**src/rtl/core/ialu_pkg.sv**
```systemverilog
// ----------------------------------------------------------------------------
// ialu_pkg: shared types and constants for the shader integer ALU
// Operation, type and error codes, pipeline context and type fitting.
// ----------------------------------------------------------------------------
package ialu_pkg;

	localparam int unsigned DataW = 64;

	localparam logic [3:0] OP_ADD = 4'd0;
	localparam logic [3:0] OP_SUB = 4'd1;
	localparam logic [3:0] OP_MUL = 4'd2;
	localparam logic [3:0] OP_DIV = 4'd3;
	localparam logic [3:0] OP_REM = 4'd4;
	localparam logic [3:0] OP_AND = 4'd5;
	localparam logic [3:0] OP_OR  = 4'd6;
	localparam logic [3:0] OP_XOR = 4'd7;
	localparam logic [3:0] OP_SHL = 4'd8;
	localparam logic [3:0] OP_SHR = 4'd9;
	localparam logic [3:0] OP_EQ  = 4'd10;
	localparam logic [3:0] OP_NE  = 4'd11;
	localparam logic [3:0] OP_LT  = 4'd12;
	localparam logic [3:0] OP_LE  = 4'd13;
	localparam logic [3:0] OP_GT  = 4'd14;
	localparam logic [3:0] OP_GE  = 4'd15;

	localparam logic [1:0] TY_I32 = 2'd0;
	localparam logic [1:0] TY_U32 = 2'd1;
	localparam logic [1:0] TY_ABS = 2'd2;

	localparam logic [2:0] ERR_NONE     = 3'd0;
	localparam logic [2:0] ERR_DIV_OVF  = 3'd1;
	localparam logic [2:0] ERR_SHAMT    = 3'd2;
	localparam logic [2:0] ERR_SHL_OVF  = 3'd3;
	localparam logic [2:0] ERR_DIV_ZERO = 3'd4;

	localparam logic [63:0] I32_MIN_SX = 64'hFFFF_FFFF_8000_0000;
	localparam logic [63:0] I64_MIN    = 64'h8000_0000_0000_0000;

	typedef struct packed {
		logic        div_use;
		logic        quot;
		logic        q_neg;
		logic        r_neg;
		logic        is_mul;
		logic        is_bool;
		logic [1:0]  tt;
		logic [2:0]  err;
		logic [63:0] res;
	} ctx_t;

	function automatic logic [63:0] fit_type(input logic [63:0] v, input logic [1:0] tt);
		logic [63:0] r;
		case (tt)
			TY_I32:  r = {{32{v[31]}}, v[31:0]};
			TY_U32:  r = {32'd0, v[31:0]};
			default: r = v;
		endcase
		return r;
	endfunction

endpackage

```
**src/rtl/core/ialu_finish.sv**
```systemverilog
// ----------------------------------------------------------------------------
// ialu_finish: result selection
// Apply quotient and remainder signs, fit to type, force error results.
// ----------------------------------------------------------------------------
module ialu_finish (
	input  ialu_pkg::ctx_t ctx,
	input  logic [63:0]    quo,
	input  logic [63:0]    rem,
	output logic [63:0]    result_value,
	output logic           is_boolean,
	output logic [2:0]     error_code
);

	logic [63:0] v;

	always_comb begin
		v = ctx.res;
		if (ctx.div_use) begin
			if (ctx.quot) v = ctx.q_neg ? -quo : quo;
			else v = ctx.r_neg ? -rem : rem;
		end
		error_code = ctx.err;
		if (ctx.err != ialu_pkg::ERR_NONE) begin
			result_value = 64'd0;
			is_boolean   = 1'b0;
		end else begin
			is_boolean   = ctx.is_bool;
			result_value = ctx.is_bool ? v : ialu_pkg::fit_type(v, ctx.tt);
		end
	end

endmodule

```
**config.mk**
```make
export PLATFORM = sky130hd
export DESIGN_NAME = ialu_finish
export DESIGN_NICKNAME = d
export VERILOG_FILES = /design/src/rtl/core/ialu_pkg.sv /design/src/rtl/core/ialu_finish.sv
export SDC_FILE = /design/constraint.sdc
export NUM_CORES = 1
export LEC_CHECK = 0
export ABC_AREA = 1
export BUFFER_PORTS_ARGS = -buffer_cell sky130_fd_sc_hd__buf_2
export CAP_MARGIN = 20
export CORE_MARGIN = 1.5
export CORE_UTILIZATION = 55
export DETAILED_ROUTE_END_ITERATION = 7
export PLACE_DENSITY = 0.91
export SETUP_SLACK_MARGIN = 0.1
export SYNTH_ARGS = -nofsm -noshare
export SYNTH_HDL_FRONTEND = slang
export SYNTH_SLANG_ARGS = --single-unit
```
**constraint.sdc**
```tcl
create_clock -name vclk -period 3.85
set_input_delay 0.1925 -clock vclk [all_inputs]
set_output_delay 0.1925 -clock vclk [all_outputs]
set_load 0.01 [all_outputs]
```
* Word level (Yosys, flattened, before mapping)
Cells that the tools add are included.
** Operators by class
- Add/subtract/negate cells :: 2
- Magnitude comparators :: 0
- Equal/unequal tests :: 1
- Multiplexer cells :: 8
- Shift-type cells :: 0
- Bitwise logic cells :: 0
- Reductions and logical operators :: 2
- Divide/modulo/power cells :: 0
- Multiply operators :: 0
** Operators by type and width (count)
- $mux 64 :: 6
- $neg 64->64 :: 2
- $pmux 64 s2 :: 1
- $reduce_bool 3->1 :: 1
- $eq 2x1->1 const B :: 1
- $logic_not 2->1 :: 1
- $mux 1 :: 1
** Word-level totals
- Memories :: 0
- Bits in registers :: 0
- Memory bits (read-only) :: 0
- Output and inout port bits :: 68
- Logic and storage cells :: 13
- Latch bits :: 0
- Memory bits (writable) :: 0

* Depth between registers and ports, before layout
- Word-level depth :: 7
- Mapped depth :: 15
- Mapped depth without buffers :: 15

* Least setup slack after synthesis
No wires, ideal clock.
- Path type :: input to output
- Start point :: in quo[1]
- End point :: out result_value[32]
- Buffers on the path :: 0
- Arrival time :: 1.542 ns
- Data required time :: 3.658 ns
- Cell stages on the path :: 14
- Path slack :: 2.116 ns
- Cells stage by stage :: inv_1 -> ha_1 -> nand3_1 -> nand2_2 -> nand2_1 -> nor2_2 -> nand2_2 -> nor2_2 -> nand2_1 -> nand2_1 -> o21ai_1 -> nand2_1 -> nand2_1 -> a21oi_1
** Between the ends
- Cells in the longest elaborated chain, start to end :: 7
** RTL lines
- start: declaration :: line ialu_finish.sv:7 : input logic [63:0] quo,
- $neg 64->64 * :: line ialu_finish.sv:19 : if (ctx.quot) v = ctx.q_neg ? -quo : quo;
- $mux 64 * (2 in series) :: line ialu_finish.sv:19
- $mux 64 * :: line ialu_finish.sv:18 : if (ctx.div_use) begin
- $pmux 64 s2 :: line ialu_pkg.sv:53 : case (tt)
- $mux 64 * :: line ialu_finish.sv:28 : result_value = ctx.is_bool ? v : ialu_pkg::fit_type(v, ctx.tt);
- $mux 64 * :: line ialu_finish.sv:23 : if (ctx.err != ialu_pkg::ERR_NONE) begin
- end: declaration :: line ialu_finish.sv:9 : output logic [63:0] result_value,
Every way passes the cells marked *; elsewhere a longest branch is shown, timed or not.

* Worst setup path in the final report
- Start point :: in rem[20]
- End point :: out result_value[45]
** Between the ends
- Cells in the longest elaborated chain, start to end :: 7
** RTL lines
- start: declaration :: line ialu_finish.sv:8 : input logic [63:0] rem,
- $neg 64->64 * :: line ialu_finish.sv:20 : else v = ctx.r_neg ? -rem : rem;
- $mux 64 * :: line ialu_finish.sv:20
- $mux 64 * :: line ialu_finish.sv:19
- $mux 64 * :: line ialu_finish.sv:18
- $pmux 64 s2 :: line ialu_pkg.sv:53
- $mux 64 * :: line ialu_finish.sv:28
- $mux 64 * :: line ialu_finish.sv:23
Marked as above.

==> Implementation_results.wiki <==
{| class="wikitable"
! Metric !! Value
|-
| Count of cell types in the netlist || 39
|-
| Largest incremental delay on the critical path || ~0.6 ns
|-
| Violation count after the first detailed-route iteration || between 1500 and 2000
|-
| # IOs || roughly 270
|-
| Pre-Repair DR Iteration Count || 8
|-
| Largest net degree at the start of global routing || 66
|-
| Critical setup path kind || in -> out
|-
| Number of global-route vias before repair || about 8400
|-
| Signed area change from the synthesized netlist to the final layout || 22.01%
|-
| Static leakage power || ~3.9 nW
|-
| Weighted congestion at the end of routability-driven global placement || 1.059
|-
| Mean instance size in the synthesized netlist || 4.460 sq um
|-
| Highest clock frequency the design can meet || roughly 0.36 GHz
|-
| Worst min path class || in -> out
|-
| Overall overflow remaining after global route || 0
|-
| Number of endpoints with negative hold slack in the final report || 0
|-
| Share of the cycle needed by the critical path after routing || 0.7298
|-
| Std cell rows || 38
|-
| Worst Setup SP || rem[20]
|-
| Share of final-layout standard cells stronger than drive strength 1 || 0.2222
|-
| Tightest slew margin relative to the limit || 0.3358
|-
| Data required, critical path || approximately 3.7 ns
|-
| PD cells || ~100 mW/mm^2
|-
| Setup violations, final || 0
|-
| Signal arrival time at the worst endpoint || between 2 and 3 ns
|-
| Status || finished with violations
|-
| Total routed wirelength || ~28 mm
|-
| Std-Cell Core Area || roughly 0.011 sq mm
|-
| Failing checks || DRC
|-
| Number of instances in the synthesized netlist || around 1400
|-
| Vias per cell || approximately 5.9
|-
| Number of buffers inserted by hold repair at cts || 0
|-
| Hold Startpoint || ctx[64]
|-
| Wire length of the first global-routing pass || 42.23 mm
|-
| Floorplan die area || 0.01182 sq mm
|-
| Number of sequential cells || 0
|-
| Half-perimeter wire length of the detailed placement result || ~24 mm
|-
| Total via count in the routed design || about 10000
|-
| Transition time of the tightest slew-check pin || roughly 0.99 ns
|-
| Total global-route track usage || 0.4547
|-
| Starting Density || 0.5645
|-
| Max-cap viol count || 0
|-
| Peak fanout along the critical path || 28
|-
| Number of antenna-violating nets in the routed design || 0
|-
| DRC || 1
|-
| Maximum VDD drop || about 0.10 mV
|-
| Post-CTS resize count || 0
|-
| Overall power of the completed layout || 0.7495 mW
|-
| Capturing element type of the critical path || output pin
|-
| Synth warnings || 0
|-
| Yosys top cell area share || 0.2590
|-
| Accumulated negative setup slack || 0 ns
|-
| Cell family with the largest share of critical-path delay || simple AND/OR/NAND/NOR gates
|-
| Final worst path period need || around 2.8 ns
|-
| Post-CTS repair timing setup buffer count || 0
|-
| X dimension of the die || around 110 um
|-
| Total Nets Final || 1809
|-
| Final-layout clock buffer total || 0
|-
| Post-synth net total || around 1600
|-
| Sequential cell area fraction in the yosys report || 0
|-
| Cell seen most often among critical-path stages || sky130_fd_sc_hd__nand2_2
|-
| Cells traversed along the worst timing path || buf_2, nor2_1, nand2_1, nor2_2, nand2_2, o21ai_4, inv_1, nand2_1, nand3_2, nand3_2, nand2_2, nand2_2, buf_4, a21oi_2, buf_2
|-
| Critical path launch point type || input port
|-
| Slowest cell on the critical path || sky130_fd_sc_hd__nand2_2
|-
| Combined area of all synthesized cells || a little over 0.006 sq mm
|-
| RSZ-0062 raised after global routing || false
|-
| Most frequent cells after synthesis || 424 x sky130_fd_sc_hd__nand2_1, 307 x sky130_fd_sc_hd__nor2_1, 142 x sky130_fd_sc_hd__nand3_1, 114 x sky130_fd_sc_hd__o21ai_0, 99 x sky130_fd_sc_hd__inv_1
|-
| Final slew viol count || 0
|-
| Floorplan die height || approximately 110 um
|-
| Most common cell in the netlist || sky130_fd_sc_hd__nand2_1
|-
| Bufs and invs on worst path || 4
|-
| Yosys top cell by area || sky130_fd_sc_hd__nand2_1
|-
| Storage cell area || 0 sq um
|-
| Number of input and output port buffers inserted || 270
|-
| Initial antenna violation count || 0
|-
| Ranking of synthesized cells by area || sky130_fd_sc_hd__nand2_1 26%, sky130_fd_sc_hd__nor2_1 19%, sky130_fd_sc_hd__nand3_1 12%
|-
| Total inserted antenna cells || 0
|-
| Detail-routed net length per standard cell || between 15 and 20 um
|}
[final timing paths]
kind	end	slack [ns]	depth (start not counted)
worst max-delay path	result_value[45]	1.04	15
worst min-delay path	error_code[0]	0.60	2
[per-layer routing]
layer	global-route usage	wire length [um]
met1	0.6221	10960
met2	0.7408	12380
met3	0.07412	3961
met4	0.1100	974
met5	0	0
[report_power, final]
part	total [mW]	internal (mW)	switching [mW]
combinational	0.750	0.248	0.501
clock	0	0	0
sequential	0	0	0
total	0.750	0.248	0.501
[logic make-up (layout without fill, tap and decap cells)]
| group | count (synthesis) | in the layout | synth area share |
|---|---|---|---|
| AND/OR/NAND/NOR | 954 | 954 | 0.6488 |
| adder cells (fa/ha/maj) | 2 | 2 | 0.004071 |
| AO/OA/AOI/OAI | 259 | 259 | 0.2378 |
| XOR/XNOR | 2 | 2 | 0.002851 |
| buffers and inverters | 161 | 385 | 0.1065 |
[placed cells by master (no fill, tap or decap), drive strengths merged]
cell type	n
a21o	1
a21oi	111
a31oi	2
and2	1
buf	281
clkinv	2
ha	2
inv	102
nand2	433
nand3	147
nand3b	7
nand4	20
nor2	326
nor3	13
o211a	1
o211ai	1
o21a	2
o21ai	132
o21bai	3
o22ai	5
o31ai	1
or2	7
xor2	2
[cell type report]
class                           instances  area [sq um]
Tap cell                              140         175.2
Multi-Input combinational cell       1217          5497
Timing Repair Buffer                  281          1436
Fill cell                            1143          3390
Inverter                              104         390.4
[through the flow]
stage / hold WS, ns / instances / cell area (sq um) / util / setup WS (ns)
floorplan: 0.4721 / 1378 / 6146 / - / 2.116
global placement: 0.5950 / 1742 / 7498 / 0.6887 / 1.174
detailed placement: 0.5978 / 1742 / 7498 / 0.6887 / 1.104
CTS: 0.5978 / 1742 / 7498 / 0.6887 / 1.101
global route: 0.6086 / 1742 / 7498 / 0.6887 / 0.9070
finish: 0.5968 / 1742 / 7498 / 0.6887 / 1.040
No activity file was read; power rests on OpenSTA's default activity.
