===== src/rtl/core/ialu_div_step.sv =====
// ----------------------------------------------------------------------------
// ialu_div_step: one restoring division step
// Shift in one dividend bit, trial subtract, produce one quotient bit.
// ----------------------------------------------------------------------------
module ialu_div_step (
	input  logic [63:0] rem,
	input  logic [63:0] nq,
	input  logic [63:0] d,
	output logic [63:0] rem_nx,
	output logic [63:0] nq_nx
);

	logic [64:0] trial, diff;

	always_comb begin
		trial = {rem, nq[63]};
		diff  = trial - {1'b0, d};
		if (!diff[64]) begin
			rem_nx = diff[63:0];
			nq_nx  = {nq[62:0], 1'b1};
		end else begin
			rem_nx = trial[63:0];
			nq_nx  = {nq[62:0], 1'b0};
		end
	end

endmodule


===== config.mk =====
export PLATFORM = sky130hd
export DESIGN_NAME = ialu_div_step
export DESIGN_NICKNAME = d
export VERILOG_FILES = /design/src/rtl/core/ialu_div_step.sv
export SDC_FILE = /design/constraint.sdc
export NUM_CORES = 1
export LEC_CHECK = 0
export BUFFER_PORTS_ARGS = -buffer_cell sky130_fd_sc_hd__buf_2
export CORE_AREA = 2 2 125 127
export DETAILED_ROUTE_END_ITERATION = 7
export DIE_AREA = 0 0 127 129
export PLACE_DENSITY = 0.73
export SYNTH_ARGS = -nofsm -noshare
export SYNTH_HDL_FRONTEND = slang
export SYNTH_SLANG_ARGS = --single-unit

===== constraint.sdc =====
create_clock -name vclk -period 3.7
set_input_delay 0.555 -clock vclk [all_inputs]
set_output_delay 0.555 -clock vclk [all_outputs]
set_load 0.05 [all_outputs]

### Word level (Yosys, flattened, before mapping)

Index checks and enable logic that the tools add are counted.

| word-level totals | value |
|---|---|
| bits in registers | 0 |
| word-level logic and storage cells | 3 |
| output and inout bits | 128 |

| cells by class | value |
|---|---|
| muxes and demuxes | 2 |
| add/subtract/negate cells | 1 |

Operators by type and width:

| kind | number |
|---|---|
| subtractor 65 x 64 -> 65 bit | 1 |
| two-way mux 64 bit | 1 |
| two-way mux 1 bit | 1 |

### Longest topological paths before layout

Gate-level depths: netlist of run 1.

| depth | value |
|---|---|
| depth in word-level cells | 2 |
| depth in mapped cells | 15 |

### Least setup slack after synthesis of run 1

Ideal clock, no wire load.

| timing path | value |
|---|---|
| path kind | input to output |
| start point | in nq[63] |
| end point | out rem_nx[0] |
| stages on the path | 13 |
| setup slack | -0.573 ns |
| buffers on the path | 0 |
| required time | 3.145 ns |
| arrival | 3.718 ns |
| path through | inv_1 > ha_1 > fa_1 > and2b_1 > o211ai_1 > a31o_1 > o21ai_2 > a41oi_2 > a211o_1 > a21oi_2 > nor3_1 > nor3_4 > mux2i_1 |

| on the way | value |
|---|---|
| cells in the longest elaborated chain, start to end | 2 |

Ends and longest elaborated chain:

| element | line | source |
|---|---|---|
| start, declared | 7 | `input logic [63:0] nq,` |
| subtractor 65 x 64 -> 65 bit | 17 | `diff = trial - {1'b0, d};` |
| two-way mux 64 bit (*) | 18 | `if (!diff[64]) begin` |
| end, declared | 9 | `output logic [63:0] rem_nx,` |

Mark *: on every way between the ends. The rest lies on a longest branch, timed or not.

### Final worst setup path of run 1

| timing path | value |
|---|---|
| start point | in nq[63] |
| end point | out rem_nx[44] |

| on the way | value |
|---|---|
| cells in the longest elaborated chain, start to end | 2 |

Ends and longest elaborated chain:

| element | line |
|---|---|
| subtractor 65 x 64 -> 65 bit | 17 |
| two-way mux 64 bit | 18 |

Every way passes these cells.

==> impl_metrics.py, run 1 <==
metrics = {
    "worst_setup_path": {
        "crit_path_frequent_cell": "buf_12",
        "endpoint_kind": "output port",
        "cp.required_ns": 3.14,
        "slowest_stage": "a211o_1",
        "cp.arrival_ns": 3.80,
        "start_kind": "input pin",
        "crit_fanout": 8,
        "worstPathCellList": "buf_12 > inv_12 > ha_4 > fa_2 > and2b_1 > o211ai_1 > a31o_1 > o21ai_2 > a41oi_2 > a211o_1 > a21oi_2 > nor3_2 > nor3_4 > inv_4 > buf_12 > buf_12 > mux2_4 > buf_12",
        "criticalPathCategory": "in2out",
        "max_stage_delay_ns": 0.34,
    },
    "placement": {
        "place.port_buffers": 194,
        "place_area_sq_mm": 0.00784,
        "post-dp-hpwl_um": 15900,
        "place_congestion": 0.926,
    },
    "timing": {
        "holdWs_ns": 1.11,
        "relSlewSlack_pct": 58.2,
        "period_minus_slack_ns": 4.35,
        "fin_ws_ns": -0.653,
        "slew_viol_final": 0,
        "final-hold-violation-count": 0,
        "setup_viol": 65,
        "finalCritPeriodShare_pct": 118,
        "rsz0062_at_grt": "yes",
        "tightest_slew_ns": 0.621,
        "fmax_mhz": 230,
    },
    "synthesis": {
        "synth_cell_types": 62,
        "ys_warn_count": 0,
        "synthesis.area_sq_mm": 0.00564,
        "yosysSeqAreaShare_pct": 0,
        "synth_nets": 1042,
        "syn-instance-count": 785,
        "syn_area_per_cell_sq_um": 7.19,
    },
    "grt": {
        "grt_pass1_wl_um": 31100,
        "grt_overflow": 0,
        "grt_pass1_vias": 6656,
        "grt_max_degree": 11,
        "grt_util_all_layers_pct": 22.3,
        "antenna_found_initial": 0,
    },
    "routing": {
        "wl_met2_um": 9640,
        "dr_wl_met3_um": 1130,
        "vias": 6793,
        "dr.pass1.iters": 5,
        "first_iter_violations": 421,
        "top_layer": "met4",
        "viasPerCell": 5.26,
        "wl_um": 19600,
        "ant_nets": 0,
        "drc": 0,
        "met1Wirelength_um": 8340,
        "wire_per_inst_um": 15.1,
    },
    "cells_and_area": {
        "layout.area.seq_sq_um": 0,
        "clock_buffers": 0,
        "flops_and_latches": 0,
        "area_growth_pct": 51.6,
        "num-nets-final": 1363,
        "stdcell_area_sq_mm": 0.00855,
        "multiInputGateArea_sq_mm": 0.00475,
        "antenna_cells": 0,
        "nFillCells": 1356,
        "drive_gt1_share_pct": 46.3,
    },
    "power_and_ir_drop": {
        "power.leakage_nw": 4.59,
        "vdd_drop_max_mv": 0.182,
        "power.density_mw_per_mm2": 299,
        "fin_total_pwr_mw": 2.56,
    },
    "floorplan": {
        "initial_core_util_pct": 37.7,
        "die-width_um": 127,
        "core_area_sq_mm": 0.0150,
        "dieArea_sq_mm": 0.0164,
        "dieHeight_um": 129,
        "ios": 320,
        "num_rows": 45,
    },
    "job": {
        "cap_viol_max_count": 0,
    },
    "clocking": {
        "hold_buffers": 0,
    },
    "worst_hold_path": {
        "hold_class": "in2out",
    },
    "run_status": {
        "status": "finished, violations left",
        "violations": "negative setup slack",
    },
}
-- synthesized netlist by cell type (all sizes together) (6+ instances only) --
library cell	number	area, sq um
nand3	16	80.1
nor3	15	86.3
nor2	32	120
nand4	19	125
a21oi	85	429
o21bai	9	67.6
a211oi	11	82.6
clkbuf	20	75.1
mux2	62	920
nor4	6	43.8
and3	10	62.6
o211ai	8	60.1
xnor2	36	315
buf	82	606
a21o	29	218
inv	85	319
ha	64	801
o21a	6	45.0
xor2	24	210
o21ai	42	214
a31oi	12	75.1
nand2	56	210
-- metrics by stage --
step	utilization, %	std cells	setup slack (ns)	TNS (ns)
after floorplan	-	785	-0.320	-19.28
after global placement	52.4	1277	-0.840	-52.06
after detailed placement	52.4	1277	-0.911	-55.50
after CTS	56.5	1288	-0.716	-43.34
after global routing	57.1	1292	-0.812	-49.67
final	57.1	1292	-0.653	-39.44
-- logic make-up (layout without fill, tap and decap cells) --
family / after synthesis / after routing / share of synthesized area, %
xor gates and xnor gates: 60 / 60 / 9.31
and+or+nand+nor: 174 / 174 / 15.3
adders and majority gates: 65 / 65 / 14.5
muxes: 65 / 65 / 16.8
AOI/OAI and AO/OA: 234 / 234 / 26.3
buffers and inverters: 187 / 506 / 17.7
-- report_power, final --
part	total (mW)	switching [mW]	internal (mW)	leakage, nW
Combinational	2.56	1.37	1.19	4.59
Clock	0	0	0	0
Sequential	0	0	0	0
Total	2.56	1.37	1.19	4.59
-- layout by cell type (no fill, tap or decap), types with 3 or more instances in the layout --
cell type	instances
buf_4	217
buf_2	127
inv_1	83
a21oi_1	80
ha_1	61
buf_6	61
mux2_4	60
nand2_1	56
o21ai_0	40
xnor2_1	36
nor2_1	31
a21o_1	29
xor2_1	24
nand4_1	18
nand3_1	16
nor3_1	13
a31oi_1	12
and3_1	10
a211oi_1	10
o21bai_1	9
buf_8	9
o211ai_1	8
o21a_1	6
buf_12	6
a21oi_2	5
nor2b_1	5
o31ai_1	4
nor4_1	4
nand2b_1	4
o221ai_1	3
or3_1	3
a21boi_0	3
a22oi_1	3
-- critical path: cells and delay by family --
family / cells / cell delay, ns
buffers and inverters: 6 / 0.65
adder cells (fa/ha/maj): 2 / 0.48
AO/OA/AOI/OAI: 6 / 1.24
AND/OR/NAND/NOR: 3 / 0.53
multiplexers: 1 / 0.32
-- layer usage --
metal	up-vias	track usage [%]
li1	3376	-
met1	3120	28.5
met2	247	41.0
met3	50	2.29
met4	0	4.20
met5	-	0
-- worst paths after layout --
check / from / end / cells past startpoint
min: nq[9] / nq_nx[10] / 0
max: nq[63] / rem_nx[44] / 18
-- area by class of cell --
type,count,area share [%]
inverters,85,3.91
multi-input cells,598,55.5
well taps,188,2.75
repair buffers,421,37.8
-- timing repair --
item,4_1_cts,5_1_grt
endpoints found under the setup margin,65,65
buffers inserted,10,7
pin swaps,12,6
resized for setup,149,23
gates cloned,2,0
Power figures use the tool's default switching activity.
==> run 2: changes to the inputs <==
BUFFER_PORTS_ARGS = -buffer_cell sky130_fd_sc_hd__buf_4   (was -buffer_cell sky130_fd_sc_hd__buf_2)
CORE_AREA = unset   (was 2 2 125 127)
CORE_MARGIN = 1.5   (was unset)
CORE_UTILIZATION = 30   (was unset)
DIE_AREA = unset   (was 0 0 127 129)
PLACE_DENSITY = unset   (was 0.73)
==> run 2 against run 1 <==
Net effect:
- the run still ends with negative setup slack left
- non-clock buffer count increased by 21
- critical path depth increased by 2
- core utilization decreased by 5.8 points
- combinational power increased by 5%
- maximum frequency increased by 1.7%
- critical path type unchanged
- critical endpoint is now rem_nx[55]
==> impl_metrics.py, run 2 (synthesized netlist as in run 1, its figures left out) <==
metrics = {
    "run_status": {
        "status": "finished, violations left",
        "violations": "negative setup slack",
    },
    "routing": {
        "ant_nets": 0,
        "drc": 0,
        "vias": 6756,
        "wire_per_inst_um": 15.2,
        "dr.pass1.iters": 5,
        "viasPerCell": 4.99,
        "first_iter_violations": 291,
        "wl_um": 20600,
    },
    "floorplan": {
        "dieArea_sq_mm": 0.0196,
        "core_area_sq_mm": 0.0182,
        "initial_core_util_pct": 31.0,
        "die-width_um": 140,
        "ios": 320,
        "num_rows": 49,
        "dieHeight_um": 140,
    },
    "worst_setup_path": {
        "crit_fanout": 5,
        "max_stage_delay_ns": 0.36,
        "slowest_stage": "a211o_1",
        "cp.arrival_ns": 3.72,
        "start_kind": "input pin",
        "crit_path_frequent_cell": "buf_4",
        "endpoint_kind": "output port",
        "criticalPathCategory": "in2out",
        "cp.required_ns": 3.14,
        "worstPathCellList": "buf_4 > inv_1 > ha_4 > buf_6 > a21oi_2 > buf_4 > o221ai_4 > a31oi_1 > o31ai_1 > buf_4 > a41oi_2 > a211o_1 > a21oi_2 > nor3_2 > nor3_4 > inv_4 > buf_8 > clkbuf_16 > mux2_4 > buf_6",
    },
    "timing": {
        "holdWs_ns": 1.11,
        "slew_viol_final": 0,
        "finalCritPeriodShare_pct": 116,
        "relSlewSlack_pct": 55.3,
        "fmax_mhz": 234,
        "setup_viol": 65,
        "setup_tns_ns": -34.18,
        "tightest_slew_ns": 0.661,
        "period_minus_slack_ns": 4.28,
        "fin_ws_ns": -0.578,
        "final-hold-violation-count": 0,
        "rsz0062_at_grt": "yes",
    },
    "cells_and_area": {
        "multiInputGateArea_sq_mm": 0.00494,
        "num-nets-final": 1384,
        "layout.area.seq_sq_um": 0,
        "drive_gt1_share_pct": 49.2,
        "flops_and_latches": 0,
        "clock_buffers": 0,
        "nFillCells": 1753,
        "layout_commonest_cell": "buf_4",
        "area_growth_pct": 65.6,
        "antenna_cells": 0,
        "layout_common_cells": "360 x buf_4, 83 x inv_1, 75 x a21oi_1",
    },
    "power_and_ir_drop": {
        "power.leakage_nw": 4.85,
        "fin_total_pwr_mw": 2.69,
        "power.density_mw_per_mm2": 288,
        "vdd_drop_max_mv": 0.155,
    },
    "placement": {
        "place.port_buffers": 194,
        "place_congestion": 0.904,
        "dp_slack_ns": -0.743,
        "post-dp-hpwl_um": 16900,
    },
    "worst_hold_path": {
        "hold_class": "in2out",
    },
    "grt": {
        "grt_use_met3_pct": 1.88,
        "grt_pass1_wl_um": 32500,
        "grt_max_degree": 20,
        "grt_util_all_layers_pct": 19.7,
        "grtUsageMet2_pct": 35.0,
        "use_met1_pct": 25.9,
        "grt_pass1_vias": 6759,
        "grt_overflow": 0,
        "busiest_layer": "met2",
        "antenna_found_initial": 0,
    },
    "clocking": {
        "hold_buffers": 0,
    },
    "job": {
        "cap_viol_max_count": 0,
    },
}
run 2: power breakdown:
part / switching (mW) / internal (mW) / leakage, nW
clock: 0 / 0 / 0
sequential: 0 / 0 / 0
combinational: 1.40 / 1.29 / 4.85
total: 1.40 / 1.29 / 4.85
run 2: layer usage:
layer | wire length, um | vias up
li1 | - | 3428
met1 | 9320 | 3086
met2 | 9880 | 194
met3 | 1040 | 48
met4 | 376 | 0
met5 | 0 | -
run 2: stage by stage:
stage | std cells | instance area, sq um | util (%)
global placement | 1329 | 8460 | 46.5
detailed placement | 1329 | 8460 | 46.5
finish | 1354 | 9350 | 51.3
global route | 1354 | 9350 | 51.3
CTS | 1348 | 9180 | 50.4
floorplan | 785 | 5690 | -
run 2: final cells by class:
class,instances,share of cell area [%]
multi-input cells,598,52.9
repair buffers,442,40.5
inverters,85,3.57
well taps,229,3.07
run 2: final timing paths:
kind	to	cells past startpoint	start	slack [ns]
min	nq_nx[21]	0	nq[20]	1.11
max	rem_nx[55]	20	d[17]	-0.58
run 2: critical path: cells and delay by family:
| family | cells | cell delay, ns |
|---|---|---|
| compound gates | 7 | 1.19 |
| buf+inv | 9 | 1.10 |
| mux | 1 | 0.30 |
| simple gates | 2 | 0.29 |
| fa+ha+maj | 1 | 0.27 |
run 2: timing repair:
item                       4_1_cts  5_1_grt
cloned                           3        4
buffers inserted                17        6
resized for setup              112       21
setup endpoints to repair       65       65
pin swaps                       21        8
